File: config.mk
export PLATFORM = sky130hd
export DESIGN_NAME = pcbe_ctrl
export DESIGN_NICKNAME = d
export VERILOG_FILES = /design/src/sv/pcbe_pkg.sv /design/src/sv/pcbe_ctrl.sv
export SDC_FILE = /design/constraint.sdc
export NUM_CORES = 1
export LEC_CHECK = 0
export BUFFER_PORTS_ARGS = -buffer_cell sky130_fd_sc_hd__buf_2
export CAP_MARGIN = 25
export CORE_MARGIN = 2
export CORE_UTILIZATION = 54
export CTS_BUF_LIST = sky130_fd_sc_hd__clkbuf_8 sky130_fd_sc_hd__clkbuf_16
export DETAILED_ROUTE_END_ITERATION = 10
export GPL_ROUTABILITY_DRIVEN = 0
export PLACE_DENSITY = 0.78
export RECOVER_POWER = 100
export SETUP_SLACK_MARGIN = 0.3
export SLEW_MARGIN = 20
export SYNTH_ARGS = -nofsm -noshare
export SYNTH_HDL_FRONTEND = slang
export SYNTH_SLANG_ARGS = --single-unit
File: constraint.sdc
create_clock -name i_clk -period 3 [get_ports i_clk]
set_input_delay 0.15 -clock i_clk [delete_from_list [all_inputs] [get_ports i_clk]]
set_output_delay 0.15 -clock i_clk [all_outputs]
set_load 0.02 [all_outputs]
File: src/sv/pcbe_pkg.sv
// ----------------------------------------------------------------------------
// pcbe_pkg: shared types for the cubic bezier evaluator
// transaction payloads, action codes and controller-to-datapath commands
// ----------------------------------------------------------------------------
package pcbe_pkg;

    localparam logic [1:0] ACT_WRITE  = 2'd0;
    localparam logic [1:0] ACT_APPEND = 2'd1;
    localparam logic [1:0] ACT_EVAL   = 2'd2;

    localparam int STEP_W = 4;

    typedef struct packed {
        logic [1:0]         action;
        logic [5:0]         point_index;
        logic signed [31:0] ax;
        logic signed [31:0] ay;
        logic signed [31:0] az;
        logic signed [31:0] bx;
        logic signed [31:0] by_coord;
        logic signed [31:0] bz;
        logic signed [31:0] tangent_factor;
        logic [16:0]        param_t;
    } t_in_item;

    typedef struct packed {
        logic signed [31:0] out_x;
        logic signed [31:0] out_y;
        logic signed [31:0] out_z;
        logic               status;
    } t_out_item;

    typedef enum logic [3:0] {
        OP_NONE,
        OP_WRITE,
        OP_APPEND_RD0,
        OP_APPEND_RD1,
        OP_APPEND_DIFF,
        OP_APPEND_MUL,
        OP_APPEND_WR,
        OP_EVAL_SEG,
        OP_EVAL_SQ,
        OP_EVAL_W,
        OP_EVAL_W0,
        OP_EVAL_MAC,
        OP_EVAL_RND
    } t_dp_op;

    typedef struct packed {
        t_dp_op              op;
        logic [STEP_W-1:0]   step;
        logic                load;
        logic                out_load;
    } t_dp_cmd;

    typedef struct packed {
        logic full;
    } t_dp_sts;

endpackage

File: src/sv/pcbe_ctrl.sv
// ----------------------------------------------------------------------------
// pcbe_ctrl: sequencer of the bezier evaluator
// walks each action through its datapath steps and owns the result valid
// ----------------------------------------------------------------------------
module pcbe_ctrl (
    input  logic             i_clk,
    input  logic             i_rst_n,
    input  logic             i_in_valid,
    output logic             o_in_ready,
    input  logic [1:0]       i_action,
    input  pcbe_pkg::t_dp_sts i_sts,
    output pcbe_pkg::t_dp_cmd o_cmd,
    output logic             o_out_valid,
    input  logic             i_out_ready
);
    import pcbe_pkg::*;

    typedef enum logic [13:0] {
        S_IDLE   = 14'h0001,
        S_WRITE  = 14'h0002,
        S_ARD0   = 14'h0004,
        S_ARD1   = 14'h0008,
        S_ADIFF  = 14'h0010,
        S_AMUL   = 14'h0020,
        S_AWR    = 14'h0040,
        S_ESEG   = 14'h0080,
        S_ESQ    = 14'h0100,
        S_EW     = 14'h0200,
        S_EW0    = 14'h0400,
        S_EMAC   = 14'h0800,
        S_ERND   = 14'h1000,
        S_DONE   = 14'h2000
    } t_state;

    localparam logic [STEP_W-1:0] MUL_LAST = STEP_W'(8);
    localparam logic [STEP_W-1:0] WR_LAST  = STEP_W'(3);
    localparam logic [STEP_W-1:0] MAC_LAST = STEP_W'(4);

    t_state            r_state, n_state;
    logic [STEP_W-1:0] r_step, n_step;
    logic              r_out_valid, n_out_valid;
    logic              accept;
    logic              out_load;

    assign o_in_ready  = (r_state == S_IDLE);
    assign accept      = i_in_valid && o_in_ready;
    assign o_out_valid = r_out_valid;

    always_comb begin
        n_state  = r_state;
        n_step   = r_step;
        out_load = 1'b0;
        case (r_state)
            S_IDLE: begin
                n_step = '0;
                if (i_in_valid) begin
                    case (i_action)
                        ACT_WRITE:  n_state = S_WRITE;
                        ACT_APPEND: n_state = i_sts.full ? S_DONE : S_ARD0;
                        ACT_EVAL:   n_state = S_ESEG;
                        default:    n_state = S_DONE;
                    endcase
                end
            end
            S_WRITE: n_state = S_DONE;
            S_ARD0:  n_state = S_ARD1;
            S_ARD1:  n_state = S_ADIFF;
            S_ADIFF: n_state = S_AMUL;
            S_AMUL: begin
                if (r_step == MUL_LAST) begin
                    n_step  = '0;
                    n_state = S_AWR;
                end else begin
                    n_step = r_step + STEP_W'(1);
                end
            end
            S_AWR: begin
                if (r_step == WR_LAST) begin
                    n_step  = '0;
                    n_state = S_DONE;
                end else begin
                    n_step = r_step + STEP_W'(1);
                end
            end
            S_ESEG: n_state = S_ESQ;
            S_ESQ:  n_state = S_EW;
            S_EW:   n_state = S_EW0;
            S_EW0:  n_state = S_EMAC;
            S_EMAC: begin
                if (r_step == MAC_LAST) begin
                    n_step  = '0;
                    n_state = S_ERND;
                end else begin
                    n_step = r_step + STEP_W'(1);
                end
            end
            S_ERND: n_state = S_DONE;
            S_DONE: begin
                if (!r_out_valid || i_out_ready) begin
                    out_load = 1'b1;
                    n_state  = S_IDLE;
                end
            end
            default: n_state = S_IDLE;
        endcase
    end

    always_comb begin
        if (out_load) begin
            n_out_valid = 1'b1;
        end else if (i_out_ready) begin
            n_out_valid = 1'b0;
        end else begin
            n_out_valid = r_out_valid;
        end
    end

    always_comb begin
        o_cmd.load     = accept;
        o_cmd.out_load = out_load;
        o_cmd.step     = r_step;
        case (r_state)
            S_WRITE: o_cmd.op = OP_WRITE;
            S_ARD0:  o_cmd.op = OP_APPEND_RD0;
            S_ARD1:  o_cmd.op = OP_APPEND_RD1;
            S_ADIFF: o_cmd.op = OP_APPEND_DIFF;
            S_AMUL:  o_cmd.op = OP_APPEND_MUL;
            S_AWR:   o_cmd.op = OP_APPEND_WR;
            S_ESEG:  o_cmd.op = OP_EVAL_SEG;
            S_ESQ:   o_cmd.op = OP_EVAL_SQ;
            S_EW:    o_cmd.op = OP_EVAL_W;
            S_EW0:   o_cmd.op = OP_EVAL_W0;
            S_EMAC:  o_cmd.op = OP_EVAL_MAC;
            S_ERND:  o_cmd.op = OP_EVAL_RND;
            default: o_cmd.op = OP_NONE;
        endcase
    end

    always_ff @(posedge i_clk) begin
        if (!i_rst_n) begin
            r_state     <= S_IDLE;
            r_step      <= '0;
            r_out_valid <= 1'b0;
        end else begin
            r_state     <= n_state;
            r_step      <= n_step;
            r_out_valid <= n_out_valid;
        end
    end

`ifndef SYNTH
    a_accept_leaves_idle: assert property (@(posedge i_clk) disable iff (!i_rst_n)
        accept |=> (r_state != S_IDLE))
        else $error("accepted transaction did not leave idle");

    a_done_sets_valid: assert property (@(posedge i_clk) disable iff (!i_rst_n)
        (r_state == S_DONE && (!r_out_valid || i_out_ready)) |=> r_out_valid)
        else $error("finished result not presented");

    a_valid_held: assert property (@(posedge i_clk) disable iff (!i_rst_n)
        (r_out_valid && !i_out_ready) |=> r_out_valid)
        else $error("result withdrawn before handover");
`endif

endmodule

==> impl_metrics.tcl <==
set metrics [dict create \
    cts_hold_buf 0 \
    grt_pass1_vias 1114 \
    final_util_pct 61.90 \
    synth_top_flop_cell "dfxtp_1" \
    cp_slowest_cell "nor4_1" \
    worstPathMaxFanout 13 \
    worstPathArrival_ns 2.50 \
    cp_top_family "simple AND/OR/NAND/NOR gates" \
    diodes 0 \
    vias 1375 \
    synth.avg_cell_area_sq_um 7.747 \
    ys_warn_count 0 \
    fmax_ghz 0.3777 \
    layout_min_cycle_time_ns 2.648 \
    dpl.hpwl_um 2451 \
    pre_cts_slack_ns 0.4524 \
    die_area_sq_um 2803 \
    setup_viol 0 \
    setup_slack_ns 0.3524 \
    end_kind "primary output" \
    rows 17 \
    status "completed" \
    seqPwrFrac_pct 47.1 \
    fp.dieH_um 52.95 \
    fin_nets 190 \
    hp-class "in2reg" \
    cts_sinks 19 \
    swShare_pct 30.23 \
    final_max_slew_viol_count 0 \
    grt_busiest_layer "met2" \
    die_width_um 52.95 \
    rsz0062_at_grt "false" \
    clockRootBuffer "clkbuf_8" \
    syn-num-nets 176 \
    drive_above_1_share_pct 10.00 \
    cp.required_ns 2.85 \
    viasPerCell 6.611 \
    grt_pass1_wl_um 5133 \
    final_common_cell "dfxtp_1" \
    cts_tree "built" \
    p_leak_nw 0.5085 \
    start_util_pct 57.93 \
    cts.htree.levels 1 \
    use_met3_pct 4.802 \
    final_cell_mix "dfxtp_1, nor2_1, nand2_1, clkbuf_1, a21oi_1" \
    area_growth_pct 6.867 \
    gr-usage-met2_pct 39.17 \
    seq_area_frac_synth_pct 29.40 \
    cts_buffers 3 \
    power_density_nw_per_um2 405.8 \
    ant_nets 0 \
    syn_inst 167 \
    path_buf_inv 1 \
    p_comb_share_pct 21.8 \
    async_reset_ff_share_pct 0 \
    ios 19 \
    antenna_found_initial 0 \
    synth-edff-count 0 \
    power_mw 0.5610 \
    grt_overflow 0 \
    clock_path_buffers 2 \
    relSlewSlack_pct 43.70 \
    synth_area_sq_um 1294 \
    grt_max_degree 14 \
    hold_viol 0 \
    synth.distinct_cells 49 \
    vdd_drop_max_mv 0.2568 \
    cp_cell_sequence "nor4_1, nand3_1, nor3_1, nand2_1, o2111ai_1, clkbuf_1" \
    drc 0 \
    tns_ns 0 \
    power.switching_mw 0.1696 \
    maxCapViolations 0 \
    place.port_buffers 18 \
    drt_wl_total_um 3331 \
    fin_worst_skew_ns 0.003926 \
    coreArea_sq_um 2233 \
    clkTransAtPathRegs_ns 0.07 \
    worstSetupStartpointType "register" \
    grt_util_met1_pct 34.55 \
    drt_iter0_drc 93 \
    slowest_delay_ns 0.75 \
    grt_use_total_pct 25.21 \
    critical_path_class "reg2out" \
    tightest_slew_ns 0.8336 \
    insertion_delay_ns 0.26 \
    dr.pass1.iters 4 \
    fin_crit_sh_pct 88.25 \
    clkPwrFrac_pct 31.1 \
    hold_slack_ns 0.07695 \
    ys_seq_elements 19 \
    wl_per_cell_um 16.01 \
    p_int_mw 0.3914 \
]
==> worst register-to-register path: stages, from the launching register on <==
cell and delay, ns:
dfxtp_1 0.39, or4_4 0.51, or4_4 0.51, or3_1 0.38
o21bai_4 0.28, o41ai_1 0.23, o21bai_1 0.21
==> metrics by stage <==
stage	cells	area, sq um
6_report	208	1383
4_1_cts	208	1409
3_3_place_gp	204	1364
3_5_place_dp	204	1364
5_1_grt	208	1383
2_1_floorplan	167	1294
==> what timing repair did <==
item	CTS	global route
resized for setup	0	3
endpoints found under the setup margin	0	7
setup buffers	0	0
==> power groups by stage <==
stage	Combinational [mW]	Sequential [mW]	Clock [mW]
floorplan	0.0949	0.267	0
CTS	0.122	0.264	0.175
finish	0.122	0.264	0.174
global route	0.131	0.265	0.187
detailed placement	0.120	0.270	0
global placement	0.120	0.269	0
==> logic make-up after synthesis <==
kind of cell | share of synthesized area, %
AO/OA/AOI/OAI | 20.60
AND/OR/NAND/NOR | 38.49
adder cells (fa/ha/maj) | 1.934
XOR/XNOR | 2.708
buffers and inverters | 6.866
flip-flops | 29.40
==> per-layer routing <==
metal	up-vias	wire, um
met5	-	0
met4	0	85
met3	11	330
met2	87	1499
met1	628	1416
li1	649	-
==> sequential cells by signal (all words and copies together) (netlist names) <==
signal and cells:
r_state 14, o_out_valid 1, r_step 4
==> synthesized netlist by cell type, types with 2 or more instances <==
cell      number  area share, %
a21oi_1        9            3.5
nand3b_1       2            1.2
xnor2_1        2            1.4
nand2_1       14            4.1
nor2b_1        7            3.4
nor3b_1        2            1.2
nor4_1         5            2.4
a31oi_1        4            1.9
clkbuf_1       4            1.2
nand4_1        4            1.9
buf_2          2           0.77
buf_6          2            1.7
o211ai_1       2            1.2
o221ai_1       2            1.4
and3_1         3            1.5
or4_4          2            1.7
xor2_1         2            1.4
a22oi_1        2            1.2
buf_4          2            1.2
nand3_1        7            2.7
o22ai_1        2           0.97
nor4b_1        5            3.4
ha_1           2            1.9
inv_1          7            2.0
nor2_1        16            4.6
nor3_1         8            3.1
or4_1          3            1.7
o21ai_0        6            2.3
dfxtp_1       19             29
==> cell type report <==
cell class | instances | area (sq um)
clock buffers | 3 | 41.29
clock inverters | 1 | 3.754
fillers | 218 | 850.8
inverters | 7 | 26.28
multi-input cells | 131 | 812.0
flip-flops and latches | 19 | 380.4
well taps | 28 | 35.03
repair buffers | 19 | 83.83
==> final timing paths <==
kind,from,endpoint,slack [ns],cells past startpoint
max,r_state[5],o_cmd[6],0.35,6
min,i_action[1],r_state[1],0.08,2
max reg2reg,r_state[9],r_state[0],0.39,6
min reg2reg,r_step[3],r_step[3],0.56,2
No activity file was read; power rests on OpenSTA's default activity.
